**src/design/gdn_pkg.sv**
```systemverilog
// Shared widths, calendar constants and the month offset table for the day number converter.
package gdn_pkg;

    // Number of register stages from the input port to the output register.
    localparam int STAGES = 12;

    localparam int CNT_W  = 41;
    localparam int YEAR_W = 32;
    localparam int MON_W  = 4;
    localparam int MDAY_W = 5;

    typedef logic [CNT_W-1:0]  t_count;
    typedef logic [YEAR_W-1:0] t_year;
    typedef logic [MON_W-1:0]  t_month;
    typedef logic [MDAY_W-1:0] t_mday;

    // Calendar constants.
    localparam int DAYS_400Y     = 146097;
    localparam int DAYS_4Y       = 1461;
    localparam int DAYS_YEAR     = 365;
    localparam int DAYS_LEAPYEAR = 366;
    localparam int MONTHS        = 12;
    localparam int YEARS_400     = 400;

    // Day offset of a month, indexed by the month minus one. Years are counted from
    // March for months after February, so those offsets fall below zero and wrap.
    function automatic t_count month_offset(input logic [3:0] idx);
        t_count off;
        case (idx)
            4'd0:    off = t_count'(0);
            4'd1:    off = t_count'(31);
            4'd2:    off = t_count'(-306);
            4'd3:    off = t_count'(-275);
            4'd4:    off = t_count'(-245);
            4'd5:    off = t_count'(-214);
            4'd6:    off = t_count'(-184);
            4'd7:    off = t_count'(-153);
            4'd8:    off = t_count'(-122);
            4'd9:    off = t_count'(-92);
            4'd10:   off = t_count'(-61);
            4'd11:   off = t_count'(-31);
            default: off = t_count'(0);
        endcase
        return off;
    endfunction

endpackage

```
**src/design/gdn_cdiv.sv**
```systemverilog
// Four stage pipelined division of an unsigned value by a constant, via a reciprocal.
module gdn_cdiv #(
    parameter int WIDTH   = 32,
    parameter int DIVISOR = 12
) (
    input  logic                                i_clk,
    input  logic [3:0]                          i_load,
    input  logic [WIDTH-1:0]                    i_x,
    output logic [WIDTH-$clog2(DIVISOR):0]      o_q,
    output logic [$clog2(DIVISOR)-1:0]          o_r
);

    localparam int RW = $clog2(DIVISOR);
    localparam int QW = WIDTH - RW + 1;
    localparam int MW = QW;
    localparam int DW = $clog2(DIVISOR + 1);
    localparam int LW = WIDTH / 2;
    localparam int HW = WIDTH - LW;
    localparam int FW = WIDTH + MW;

    localparam logic [MW-1:0] MUL = MW'((64'd1 << WIDTH) / DIVISOR);
    localparam logic [DW-1:0] DIV = DW'(DIVISOR);

    logic [LW+MW-1:0] r_pl;
    logic [HW+MW-1:0] r_ph;
    logic [WIDTH-1:0] r_xa;
    logic [QW-1:0]    r_qb;
    logic [WIDTH-1:0] r_xb;
    logic [QW-1:0]    r_qc;
    logic [RW:0]      r_rc;
    logic [QW-1:0]    r_q;
    logic [RW-1:0]    r_r;

    logic [FW-1:0]    full;
    logic [WIDTH-1:0] back;
    logic [WIDTH-1:0] diff;

    // Stage a: two partial products of the value and the reciprocal.
    always_ff @(posedge i_clk) begin
        if (i_load[0]) begin
            r_pl <= (LW+MW)'(i_x[LW-1:0]) * (LW+MW)'(MUL);
            r_ph <= (HW+MW)'(i_x[WIDTH-1:LW]) * (HW+MW)'(MUL);
            r_xa <= i_x;
        end
    end

    // Stage b: sum the partial products; the estimate is low by at most one.
    assign full = (FW'(r_ph) << LW) + FW'(r_pl);

    always_ff @(posedge i_clk) begin
        if (i_load[1]) begin
            r_qb <= full[FW-1:WIDTH];
            r_xb <= r_xa;
        end
    end

    // Stage c: remainder of the estimate, which stays below twice the divisor.
    assign back = WIDTH'((QW+DW)'(r_qb) * (QW+DW)'(DIV));
    assign diff = r_xb - back;

    always_ff @(posedge i_clk) begin
        if (i_load[2]) begin
            r_qc <= r_qb;
            r_rc <= diff[RW:0];
        end
    end

    // Stage d: one correction step.
    always_ff @(posedge i_clk) begin
        if (i_load[3]) begin
            if (r_rc >= (RW+1)'(DIV)) begin
                r_q <= r_qc + QW'(1);
                r_r <= RW'(r_rc - (RW+1)'(DIV));
            end else begin
                r_q <= r_qc;
                r_r <= r_rc[RW-1:0];
            end
        end
    end

    assign o_q = r_q;
    assign o_r = r_r;

endmodule

```
**src/design/gdn_c2d.sv**
```systemverilog
// Day count to date datapath: cycle splits, leap corrections and month decode.
module gdn_c2d import gdn_pkg::*; (
    input  logic              i_clk,
    input  logic [STAGES-1:1] i_load,
    input  t_count            i_count,
    output t_year             o_year,
    output t_month            o_month,
    output t_mday             o_mday,
    output logic              o_sat
);

    localparam int Q400_W = CNT_W - $clog2(DAYS_400Y) + 1;
    localparam int Q4_W   = 18 - $clog2(DAYS_4Y) + 1;

    logic [17:0] r_c5;
    logic [32:0] r_y [5:10];
    logic [10:0] r_c10;
    logic [8:0]  r_d11;
    logic [32:0] r_y11;

    logic [Q400_W-1:0] q400;
    logic [17:0]       rem400;
    logic [1:0]        t5;
    logic [Q4_W-1:0]   q4;
    logic [10:0]       rem4;
    logic [1:0]        t10;
    logic [1:0]        q366;
    logic [10:0]       d11;
    logic [8:0]        e;
    t_month            m;

    // Stages 1 to 4: whole 400 year cycles and the day within the cycle.
    gdn_cdiv #(.WIDTH(CNT_W), .DIVISOR(DAYS_400Y)) u_div400 (
        .i_clk  (i_clk),
        .i_load (i_load[4:1]),
        .i_x    (i_count),
        .o_q    (q400),
        .o_r    (rem400)
    );

    // Stage 5: skip the missing leap days of the century years.
    always_comb begin
        if (rem400 >= 18'd109266) begin
            t5 = 2'd3;
        end else if (rem400 >= 18'd72742) begin
            t5 = 2'd2;
        end else if (rem400 >= 18'd36218) begin
            t5 = 2'd1;
        end else begin
            t5 = 2'd0;
        end
    end

    // Stages 6 to 9: whole four year groups.
    gdn_cdiv #(.WIDTH(18), .DIVISOR(DAYS_4Y)) u_div4y (
        .i_clk  (i_clk),
        .i_load (i_load[9:6]),
        .i_x    (r_c5),
        .o_q    (q4),
        .o_r    (rem4)
    );

    // Stage 10: pad the short years so that every year spans 366 days.
    always_comb begin
        if (rem4 >= 11'd789) begin
            t10 = 2'd3;
        end else if (rem4 >= 11'd424) begin
            t10 = 2'd2;
        end else if (rem4 >= 11'd59) begin
            t10 = 2'd1;
        end else begin
            t10 = 2'd0;
        end
    end

    // Registers of stages 5 to 10; the year rides beside the four year divider.
    always_ff @(posedge i_clk) begin
        if (i_load[5]) begin
            r_c5   <= rem400 + 18'(t5);
            r_y[5] <= 33'(q400) * 33'(YEARS_400) + 33'd1;
        end
        for (int k = 6; k <= 9; k++) begin
            if (i_load[k]) begin
                r_y[k] <= r_y[k-1];
            end
        end
        if (i_load[10]) begin
            r_c10   <= rem4 + 11'(t10);
            r_y[10] <= r_y[9] + (33'(q4) << 2);
        end
    end

    // Stage 11: year within the group and the day within the year.
    always_comb begin
        if (r_c10 >= 11'd1098) begin
            q366 = 2'd3;
        end else if (r_c10 >= 11'd732) begin
            q366 = 2'd2;
        end else if (r_c10 >= 11'd366) begin
            q366 = 2'd1;
        end else begin
            q366 = 2'd0;
        end
    end

    assign d11 = r_c10 - 11'(q366) * 11'(DAYS_LEAPYEAR);

    always_ff @(posedge i_clk) begin
        if (i_load[11]) begin
            r_d11 <= d11[8:0];
            r_y11 <= r_y[10] + 33'(q366);
        end
    end

    // Month decode: January and February, then five month runs from March.
    always_comb begin
        if (r_d11 >= 9'd60) begin
            e = r_d11 - 9'd60;
            m = t_month'(3);
            if (e >= 9'd153) begin
                e = e - 9'd153;
                m = m + t_month'(5);
            end
            if (e >= 9'd122) begin
                e = e - 9'd122;
                m = m + t_month'(4);
            end else if (e >= 9'd61) begin
                e = e - 9'd61;
                m = m + t_month'(2);
            end
        end else begin
            e = r_d11;
            m = t_month'(1);
        end
        if (e >= 9'd31) begin
            e = e - 9'd31;
            m = m + t_month'(1);
        end
    end

    // Clamp years that do not fit the output width.
    assign o_sat   = r_y11[32];
    assign o_year  = r_y11[32] ? '1 : r_y11[31:0];
    assign o_month = r_y11[32] ? t_month'(12) : m;
    assign o_mday  = r_y11[32] ? t_mday'(31) : (e[4:0] + t_mday'(1));

endmodule

```
**config.mk**
```make
export PLATFORM = sky130hd
export DESIGN_NAME = gdn_c2d
export DESIGN_NICKNAME = d
export VERILOG_FILES = /design/src/design/gdn_pkg.sv /design/src/design/gdn_cdiv.sv /design/src/design/gdn_c2d.sv
export SDC_FILE = /design/constraint.sdc
export NUM_CORES = 2
export LEC_CHECK = 0
export BUFFER_PORTS_ARGS = -buffer_cell sky130_fd_sc_hd__buf_2
export CAP_MARGIN = 20
export CELL_PAD_IN_SITES_DETAIL_PLACEMENT = 1
export CELL_PAD_IN_SITES_GLOBAL_PLACEMENT = 1
export CORE_MARGIN = 2
export CORE_UTILIZATION = 53
export CTS_BUF_LIST = sky130_fd_sc_hd__clkbuf_16
export DETAILED_ROUTE_END_ITERATION = 10
export PLACE_DENSITY_LB_ADDON = 0.1
export SLEW_MARGIN = 5
export SYNTH_ARGS = -nofsm -noshare
export SYNTH_HDL_FRONTEND = slang
export SYNTH_SLANG_ARGS = --single-unit
```
**constraint.sdc**
```tcl
create_clock -name i_clk -period 8.8 [get_ports i_clk]
set_clock_uncertainty 0.2 [all_clocks]
set_input_delay 0.44 -clock i_clk [delete_from_list [all_inputs] [get_ports i_clk]]
set_output_delay 0.44 -clock i_clk [all_outputs]
set_load 0.005 [all_outputs]
```
==> out/qor.yml <==
final_layout:
  fin_cells: 5723
  area_growth_pct: 9.02
  fillers: 9609
  drive_gt1_frac: 0.0609
  antenna_cells: 0
  nets: 5767
  layout_common_cells: "942 x inv_1, 823 x ha_1, 556 x edfxtp_1"
  mostFrequentLayoutCell: "inv_1"
drt:
  dr.pass1.iters: 5
  wl_met3_mm: 3.29
  wl_met1_mm: 44.4
  maxUsedRoutingLayer: "met4"
  via_count: 30600
  vias_per_cell: 5.34
  detail_route.iter0.violations: 1246
  drt-wirelength-per-cell_um: 19.4
  drt.antenna.violating_nets: 0
  drt_wl_total_mm: 111
  met2_length_mm: 60.0
  drc: 0
min_path:
  holdCritPathClass: "primary input to flip-flop"
critical_path:
  arrival_ns: 7.49
  path_buf_inv: 4
  startpoint_type: "flip-flop"
  cpPeakStageDelay_ns: 0.51
  r2r_slack_ns: 2.41
  cp.required_ns: 8.16
  path_class: "flip-flop to output pin"
  critPathMaxFanout: 9
  cp-end-kind: "output pin"
  crit_top_cell: "ha_1"
  crit_family: "compound AO/OA/AOI/OAI gates"
  crit_slowest_cell: "edfxtp_1"
floorplan:
  die_area_mm2: 0.0957
  core-area_mm2: 0.0921
  die_w_um: 309
  fp.dieH_um: 309
  start_util: 0.537
  io_pins: 95
  rows: 111
synthesis:
  synthArstFlopShare: 0
  synth_area_mm2: 0.0494
  syn_area_per_cell_um2: 11.6
  synthesis.nets: 5606
  synth_cell_type_count: 84
  synth_seq_area_share: 0.338
  synth_largest_area_cell: "edfxtp_1"
  syn_inst: 4268
  synth_warnings: 0
  synthFlopType: "edfxtp_1"
  synth.top_cells.by_area: "edfxtp_1 34%, ha_1 21%, fa_1 19%"
  synth_top_area_frac: 0.338
  synth-seq-cells: 556
  synth-edff-count: 556
sta:
  slew_headroom: 0.304
  finalSetupViolCount: 0
  worst_slew_pin_slew_ns: 1.04
  rsz0062_at_grt: "false"
  fmax_mhz: 123
  setup-tns-final_ns: 0
  whs_ns: 0.0149
  finalMaxSlewViolations: 0
  period_share: 0.923
  hold_violations: 0
  fin_crit_ns: 8.13
grt:
  grt_pass1_wl_mm: 182
  overflow: 0
  antenna_found_initial: 0
  grt_util_all_layers: 0.242
  grt_max_degree: 68
  grt_pass1_vias: 34700
job:
  max-cap-violations: 0
placement:
  dp.cells: 5577
  gp_congestion: 0.905
  dp_hpwl_mm: 91.8
  portBuffers: 94
clock_network:
  clkSinkCount: 556
  cts-buffers-inserted: 66
  cts-root-buf: "clkbuf_16"
  cts.clk_slew.worst_paths_ns: 0.07
  clk_latency_ns: 0.62
  htreeDepth: 3
  cts_tree: "built"
  clk_path_buf_depth: 3
outcome:
  status: "finished clean"
## cell families (layout without fill, tap and decap cells)
logic type,Yosys count,in the layout,share of synthesized area
compound gates,478,478,0.0648
xor+xnor,356,356,0.0634
fa+ha+maj,1285,1285,0.395
buf+inv,966,1178,0.0739
flops,556,556,0.338
mux,8,8,0.00170
simple gates,619,619,0.0629
## flip-flops by register name, indices dropped and copies added, names as in the netlist, 23 cells and up
| signal | flops |
|---|---|
| r_y11 | 33 |
| u_div400.r_qb | 24 |
| u_div400.r_ph | 44 |
| u_div400.r_qc | 24 |
| u_div400.r_pl | 23 |
| u_div400.o_q | 24 |
| r_y | 176 |
## layer usage
metal | vias to the layer above | GRT usage
li1 | 14600 | -
met4 | 0 | 0.0717
met1 | 15400 | 0.284
met3 | 170 | 0.0297
met5 | - | 0
met2 | 422 | 0.461
## layout make-up
class	instances	area (um2)	area share
inverters	934	3510	0.0651
repair buffers	125	811	0.0151
multi-input cells	2746	29100	0.540
well taps	1243	1560	0.0289
clock inverters	53	546	0.0101
flip-flops and latches	556	16700	0.310
clock buffers	66	1650	0.0307
## per-stage QoR
stage | cell area, um2 | util | worst slack (ns)
2_1_floorplan | 49400 | - | 1.79
3_3_place_gp | 51300 | 0.557 | 0.664
3_5_place_dp | 51300 | 0.557 | 0.342
4_1_cts | 53700 | 0.583 | 0.113
5_1_grt | 53900 | 0.585 | 0.0749
6_report | 53900 | 0.585 | 0.674
## synth_stat cells (16+ instances only)
master and count:
nor2b_1 31, and3_1 31, a21oi_1 132, o21ai_0 81
xor2_1 109, nand4_1 30, ha_1 824, nand2_1 129
a31oi_1 19, xnor2_1 245, nand3_1 74, nand2b_1 26
o21a_1 24, edfxtp_1 556, nor3_1 48, or3_1 16
clkbuf_1 21, and2_1 16, a21o_1 60, inv_1 933
nor2_1 140, or2_2 40, fa_1 461, o21bai_1 31
## path summary, 6_finish.rpt
check | startpoint | to | cells past startpoint
setup / recovery | r_d11[2]$_DFFE_PP_ | o_mday[4] | 27
setup reg to reg | u_div400.r_qb[0]$_DFFE_PP_ | u_div400.r_rc[18]$_DFFE_PP_ | 23
hold / removal | i_load[8] | r_y[2][23]$_DFFE_PP_ | 1
hold reg to reg | r_y[2][29]$_DFFE_PP_ | r_y[2][62]$_DFFE_PP_ | 0
## timing repair
action | CTS | global route
pin swaps | 0 | 0
setup buffers | 0 | 2
gates resized for setup | 1 | 7
setup endpoints to repair | 1 | 3
hold buffers | 18 | 2
endpoints found under the hold margin | 18 | 9
Power is not shown: default switching activity piles up to over one toggle a cycle in this logic, so the estimate is an artifact.
