--- config.mk ---
export PLATFORM = sky130hd
export DESIGN_NAME = gdn_d2c
export DESIGN_NICKNAME = d
export VERILOG_FILES = /design/src/design/gdn_pkg.sv /design/src/design/gdn_cdiv.sv /design/src/design/gdn_d2c.sv
export SDC_FILE = /design/constraint.sdc
export NUM_CORES = 2
export LEC_CHECK = 0
export ABC_AREA = 0
export BUFFER_PORTS_ARGS = -buffer_cell sky130_fd_sc_hd__buf_2
export CORE_MARGIN = 4
export CORE_UTILIZATION = 35
export CTS_CLUSTER_SIZE = 24
export DETAILED_ROUTE_END_ITERATION = 10
export GPL_ROUTABILITY_DRIVEN = 0
export PLACE_DENSITY = 0.51
export SLEW_MARGIN = 20
export SYNTH_ARGS = -nofsm -noshare
export SYNTH_HDL_FRONTEND = slang
export SYNTH_HIERARCHICAL = 1
export SYNTH_SLANG_ARGS = --single-unit
--- constraint.sdc ---
create_clock -name i_clk -period 8.9 [get_ports i_clk]
set_clock_uncertainty 0.15 [all_clocks]
set_input_delay 1.78 -clock i_clk [delete_from_list [all_inputs] [get_ports i_clk]]
set_output_delay 1.78 -clock i_clk [all_outputs]
set_load 0.02 [all_outputs]
--- src/design/gdn_pkg.sv ---
// Shared widths, calendar constants and the month offset table for the day number converter.
package gdn_pkg;

    // Number of register stages from the input port to the output register.
    localparam int STAGES = 12;

    localparam int CNT_W  = 41;
    localparam int YEAR_W = 32;
    localparam int MON_W  = 4;
    localparam int MDAY_W = 5;

    typedef logic [CNT_W-1:0]  t_count;
    typedef logic [YEAR_W-1:0] t_year;
    typedef logic [MON_W-1:0]  t_month;
    typedef logic [MDAY_W-1:0] t_mday;

    // Calendar constants.
    localparam int DAYS_400Y     = 146097;
    localparam int DAYS_4Y       = 1461;
    localparam int DAYS_YEAR     = 365;
    localparam int DAYS_LEAPYEAR = 366;
    localparam int MONTHS        = 12;
    localparam int YEARS_400     = 400;

    // Day offset of a month, indexed by the month minus one. Years are counted from
    // March for months after February, so those offsets fall below zero and wrap.
    function automatic t_count month_offset(input logic [3:0] idx);
        t_count off;
        case (idx)
            4'd0:    off = t_count'(0);
            4'd1:    off = t_count'(31);
            4'd2:    off = t_count'(-306);
            4'd3:    off = t_count'(-275);
            4'd4:    off = t_count'(-245);
            4'd5:    off = t_count'(-214);
            4'd6:    off = t_count'(-184);
            4'd7:    off = t_count'(-153);
            4'd8:    off = t_count'(-122);
            4'd9:    off = t_count'(-92);
            4'd10:   off = t_count'(-61);
            4'd11:   off = t_count'(-31);
            default: off = t_count'(0);
        endcase
        return off;
    endfunction

endpackage

--- src/design/gdn_cdiv.sv ---
// Four stage pipelined division of an unsigned value by a constant, via a reciprocal.
module gdn_cdiv #(
    parameter int WIDTH   = 32,
    parameter int DIVISOR = 12
) (
    input  logic                                i_clk,
    input  logic [3:0]                          i_load,
    input  logic [WIDTH-1:0]                    i_x,
    output logic [WIDTH-$clog2(DIVISOR):0]      o_q,
    output logic [$clog2(DIVISOR)-1:0]          o_r
);

    localparam int RW = $clog2(DIVISOR);
    localparam int QW = WIDTH - RW + 1;
    localparam int MW = QW;
    localparam int DW = $clog2(DIVISOR + 1);
    localparam int LW = WIDTH / 2;
    localparam int HW = WIDTH - LW;
    localparam int FW = WIDTH + MW;

    localparam logic [MW-1:0] MUL = MW'((64'd1 << WIDTH) / DIVISOR);
    localparam logic [DW-1:0] DIV = DW'(DIVISOR);

    logic [LW+MW-1:0] r_pl;
    logic [HW+MW-1:0] r_ph;
    logic [WIDTH-1:0] r_xa;
    logic [QW-1:0]    r_qb;
    logic [WIDTH-1:0] r_xb;
    logic [QW-1:0]    r_qc;
    logic [RW:0]      r_rc;
    logic [QW-1:0]    r_q;
    logic [RW-1:0]    r_r;

    logic [FW-1:0]    full;
    logic [WIDTH-1:0] back;
    logic [WIDTH-1:0] diff;

    // Stage a: two partial products of the value and the reciprocal.
    always_ff @(posedge i_clk) begin
        if (i_load[0]) begin
            r_pl <= (LW+MW)'(i_x[LW-1:0]) * (LW+MW)'(MUL);
            r_ph <= (HW+MW)'(i_x[WIDTH-1:LW]) * (HW+MW)'(MUL);
            r_xa <= i_x;
        end
    end

    // Stage b: sum the partial products; the estimate is low by at most one.
    assign full = (FW'(r_ph) << LW) + FW'(r_pl);

    always_ff @(posedge i_clk) begin
        if (i_load[1]) begin
            r_qb <= full[FW-1:WIDTH];
            r_xb <= r_xa;
        end
    end

    // Stage c: remainder of the estimate, which stays below twice the divisor.
    assign back = WIDTH'((QW+DW)'(r_qb) * (QW+DW)'(DIV));
    assign diff = r_xb - back;

    always_ff @(posedge i_clk) begin
        if (i_load[2]) begin
            r_qc <= r_qb;
            r_rc <= diff[RW:0];
        end
    end

    // Stage d: one correction step.
    always_ff @(posedge i_clk) begin
        if (i_load[3]) begin
            if (r_rc >= (RW+1)'(DIV)) begin
                r_q <= r_qc + QW'(1);
                r_r <= RW'(r_rc - (RW+1)'(DIV));
            end else begin
                r_q <= r_qc;
                r_r <= r_rc[RW-1:0];
            end
        end
    end

    assign o_q = r_q;
    assign o_r = r_r;

endmodule

--- src/design/gdn_d2c.sv ---
// Date to day count datapath: month carry, 400 year split and final sum.
module gdn_d2c import gdn_pkg::*; (
    input  logic              i_clk,
    input  logic [STAGES-1:1] i_load,
    input  t_year             i_year,
    input  logic [31:0]       i_month,
    input  logic [31:0]       i_mday,
    output t_count            o_count
);

    localparam int Q12_W  = 32 - $clog2(MONTHS) + 1;
    localparam int Q400_W = 33 - $clog2(YEARS_400) + 1;

    logic [31:0]   r_m1;
    t_year         r_yr   [1:5];
    logic [31:0]   r_dm   [1:5];
    logic          r_zero [1:10];
    logic [32:0]   r_y6;
    t_count        r_c    [6:10];
    t_count        r_a11;
    logic [17:0]   r_b11;
    t_count        r_c11;
    logic          r_zero11;

    logic [Q12_W-1:0]  q12;
    logic [3:0]        rem12;
    logic [Q400_W-1:0] q400;
    logic [8:0]        rem400;
    logic [32:0]       y6;
    t_count            c6;
    logic [1:0]        cent;
    logic [17:0]       b11;
    logic [42:0]       a11;

    // Stages 2 to 5: month split into carried years and month of year.
    gdn_cdiv #(.WIDTH(32), .DIVISOR(MONTHS)) u_div12 (
        .i_clk  (i_clk),
        .i_load (i_load[5:2]),
        .i_x    (r_m1),
        .o_q    (q12),
        .o_r    (rem12)
    );

    // Stage 6: year counted from March and the month plus day part of the sum.
    assign y6 = {1'b0, r_yr[5]} + 33'(q12) - 33'(rem12 <= 4'd1);
    assign c6 = month_offset(rem12) + t_count'(r_dm[5]) - t_count'(1);

    // Stages 7 to 10: whole 400 year cycles and the year within the cycle.
    gdn_cdiv #(.WIDTH(33), .DIVISOR(YEARS_400)) u_div400 (
        .i_clk  (i_clk),
        .i_load (i_load[10:7]),
        .i_x    (r_y6),
        .o_q    (q400),
        .o_r    (rem400)
    );

    // Registers of stages 1 to 10 that run beside the dividers. Stage 1 takes the
    // month counted from zero and the invalid date check.
    always_ff @(posedge i_clk) begin
        if (i_load[1]) begin
            r_m1      <= i_month - 32'd1;
            r_yr[1]   <= i_year;
            r_dm[1]   <= i_mday;
            r_zero[1] <= (i_year == '0) || (i_month == '0) || (i_mday == '0);
        end
        for (int k = 2; k <= 5; k++) begin
            if (i_load[k]) begin
                r_yr[k]   <= r_yr[k-1];
                r_dm[k]   <= r_dm[k-1];
                r_zero[k] <= r_zero[k-1];
            end
        end
        if (i_load[6]) begin
            r_y6      <= y6;
            r_c[6]    <= c6;
            r_zero[6] <= r_zero[5];
        end
        for (int k = 7; k <= 10; k++) begin
            if (i_load[k]) begin
                r_c[k]    <= r_c[k-1];
                r_zero[k] <= r_zero[k-1];
            end
        end
    end

    // Stage 11: days in whole cycles and days in the years of the cycle.
    always_comb begin
        if (rem400 >= 9'd300) begin
            cent = 2'd3;
        end else if (rem400 >= 9'd200) begin
            cent = 2'd2;
        end else if (rem400 >= 9'd100) begin
            cent = 2'd1;
        end else begin
            cent = 2'd0;
        end
    end

    assign b11 = 18'(rem400) * 18'(DAYS_YEAR) + 18'(rem400[8:2]) - 18'(cent);
    assign a11 = 43'(q400) * 43'(DAYS_400Y);

    always_ff @(posedge i_clk) begin
        if (i_load[11]) begin
            r_a11    <= a11[CNT_W-1:0];
            r_b11    <= b11;
            r_c11    <= r_c[10];
            r_zero11 <= r_zero[10];
        end
    end

    // Final sum, wrapping at the count width.
    assign o_count = r_zero11 ? '0 : (r_a11 + t_count'(r_b11) + r_c11);

endmodule

==> qor.csv <==
stage;metric;value;unit
outcome;status;finished clean;
floorplan;die_area;220600;um^2
drt;post_drt_wl_per_cell;16.45;um
clocking;path_clk_slew;0.06;ns
global_routing;grt_util_all_layers;14.06;%
synthesis;ys_types;104;
global_routing;first_global_vias;45712;
finish;drive_above_1_share;6.586;%
synthesis;yosysSeqAreaShare;42.58;%
sta;slew_headroom;38.87;%
sta;hold_viol;0;
clocking;clk_path_buf_depth;3;
floorplan;initial_core_util;35.18;%
drt;viasPerCell;4.649;
worst_setup_path;critical_path.max_fanout;4;
sta;hold_slack;0.2517;ns
clocking;cts_root_buf;clkbuf_16;
global_routing;overflow;0;
sta;layout_min_cycle_time;6.969;ns
synthesis;synth.avg_cell_area;12.22;um^2
worst_setup_path;critPathArrivalTime;5.04;ns
drt;drt_wl_total;152100;um
worst_setup_path;slowest_stage;a21oi_1;
synthesis;yosys-top-cells-count;1249 x inv_1, 1058 x edfxtp_1, 1025 x ha_1;
synthesis;synth.most_common_cell;inv_1;
worst_setup_path;cpPeakStageDelay;0.57;ns
finish;num-nets-final;8020;
finish;fin_cells;9248;
synthesis;synthTopCellsByArea;edfxtp_1 43%, ha_1 17%, fa_1 15%;
global_routing;grt_max_degree;78;
clocking;clock_latency;0.75;ns
drt;drt_first_pass_iters;5;
finish;fillers;20316;
finish;synthToLayoutAreaGrowth;10.43;%
min_path;min_path_type;reg -> reg;
synthesis;syn_area;74620;um^2
clocking;htree_levels;3;
synthesis;synth_cells;6105;
synthesis;ys_ff_latch;1058;
worst_setup_path;required;6.97;ns
placed_design;dp.final_hpwl;124700;um
clocking;cts_tree;done;
synthesis;ys.flop_type;edfxtp_1;
worst_setup_path;cp-end-kind;output port;
floorplan;coreArea;212100;um^2
sta;finalSetupViolCount;0;
floorplan;io_pins;149;
sta;setup_ws;1.931;ns
sta;worst_pin_slew;0.9169;ns
synthesis;yosysTopAreaCellShare;42.58;%
sta;fmax;0.1435;GHz
clocking;cts_buffers;118;
global_routing;antenna_found_initial;16;
sta;slew_violations;0;
clocking;ctsHoldBuffers;0;
sta;fin_tns_setup;0;ns
worst_setup_path;startpoint_type;register;
placed_design;io_buffers;148;
placed_design;post-place-cells;9026;
synthesis;synth_largest_area_cell;edfxtp_1;
floorplan;chipWidth;469.7;um
drt;vias;42992;
global_routing;grt_first_pass_wirelength;248700;um
clocking;clock_sinks;1058;
synthesis;synth_edf_count;1058;
drt;drcViolationCount;0;
sta;rsz0062_at_grt;false;
worst_setup_path;crit_chain;fa_1 -> ha_1 -> fa_1 -> a211oi_1 -> o21ai_0 -> nand3_1 -> o21ai_0 -> a21oi_1 -> o211ai_1 -> o31ai_1 -> mux2_2 -> buf_2;
synthesis;syn_nets;7800;
placed_design;dp_slack;2.211;ns
floorplan;fp.dieH;469.7;um
clocking;postCtsSetupBuffers;0;
floorplan;row_count;169;
sta;post-route-period-util;78.30;%
drt;final_antenna_net_count;0;
drt;dr.first_iter.drc_count;2032;
synthesis;yosysWarnings;6;
clocking;cts_resized;0;
run;cap_violations;0;
synthesis;ys_async_sr_fraction;0;%
worst_setup_path;criticalPathCategory;reg -> out;
==> sequential cells by signal (all words and copies together), names as in the netlist, 18 cells and up <==
name,flops
r_a11,41
r_b11,18
r_c,205
r_c11,41
r_dm,160
r_m1,32
r_y6,33
r_yr,160
u_div12/o_q,29
u_div12/r_ph,45
u_div12/r_pl,31
u_div12/r_qb,29
u_div12/r_qc,29
u_div400/o_q,25
u_div400/r_ph,40
u_div400/r_pl,23
u_div400/r_qb,25
u_div400/r_qc,25
==> path summary, 6_finish.rpt <==
check	depth (start not counted)	startpoint	slack (ns)	to
worst max register to register	20	r_m1[12]$_DFFE_PP_	2.22	u_div12/r_pl[44]$_DFFE_PP_
worst min-delay path	0	r_c[8][25]$_DFFE_PP_	0.25	r_c[9][25]$_DFFE_PP_
worst min register to register	0	r_c[8][25]$_DFFE_PP_	0.25	r_c[9][25]$_DFFE_PP_
worst max-delay path	12	r_b11[1]$_DFFE_PP_	1.93	o_count[39]
==> stage by stage <==
step	instance area (um^2)	utilization, %
after floorplan	74620	-
after global placement	78770	37.14
after detailed placement	78770	37.14
after CTS	82390	38.85
after global routing	82400	38.85
final	82400	38.85
==> layer usage <==
metal	share of wire, %	wire [um]	vias up	GRT usage (%)
met1	48	72410	20811	19.34
met3	3.4	5191	188	1.810
met4	2.3	3440	4	3.733
met2	47	71040	593	23.44
met5	0.015	23	-	0
li1	-	-	21396	-
==> cell type report <==
cell class,instances,area (um^2),share of cell area (%)
Antenna cell,4,10.01,0.01215
Clock buffer,152,3080,3.738
Clock inverter,66,540.5,0.6560
Inverter,1249,4688,5.690
Multi-Input combinational cell,3735,37900,45.99
Sequential cell,1058,31770,38.56
Tap cell,2821,3530,4.284
Timing Repair Buffer,163,884.6,1.074
==> cell families (layout without fill, tap and decap cells) <==
family | Yosys count | count (layout) | synth area share (%)
AO/OA/AOI/OAI | 856 | 856 | 7.772
XOR/XNOR | 383 | 383 | 4.496
adder cells (fa/ha/maj) | 1587 | 1587 | 32.27
buffers and inverters | 1312 | 1630 | 6.634
flip-flops | 1058 | 1058 | 42.58
multiplexers | 14 | 14 | 0.2012
other | 0 | 4 | 0
AND/OR/NAND/NOR | 895 | 895 | 6.052
==> worst max-delay path, delay by kind of cell, from the launching register on <==
family,cells,cell delay [ns]
compound gates,6,1.98
fa+ha+maj,3,1.19
buf+inv,1,0.16
flops,1,0.41
mux,1,0.36
simple gates,1,0.21
==> layout by cell type (no fill, tap or decap), types with 45 or more instances in the layout <==
cell,count
edfxtp_1,1058
nand2_1,188
fa_1,562
ha_1,1025
a31oi_1,46
xor2_1,125
nor2_1,243
a21o_1,155
and3_1,45
nor3_1,57
o21ai_0,148
clkbuf_16,118
nand3_1,76
o21a_1,45
a21oi_1,219
buf_2,137
xnor2_1,258
inv_1,1249
nand4_1,69
Power is not shown: default switching activity piles up to over one toggle a cycle in this logic, so the estimate is an artifact.
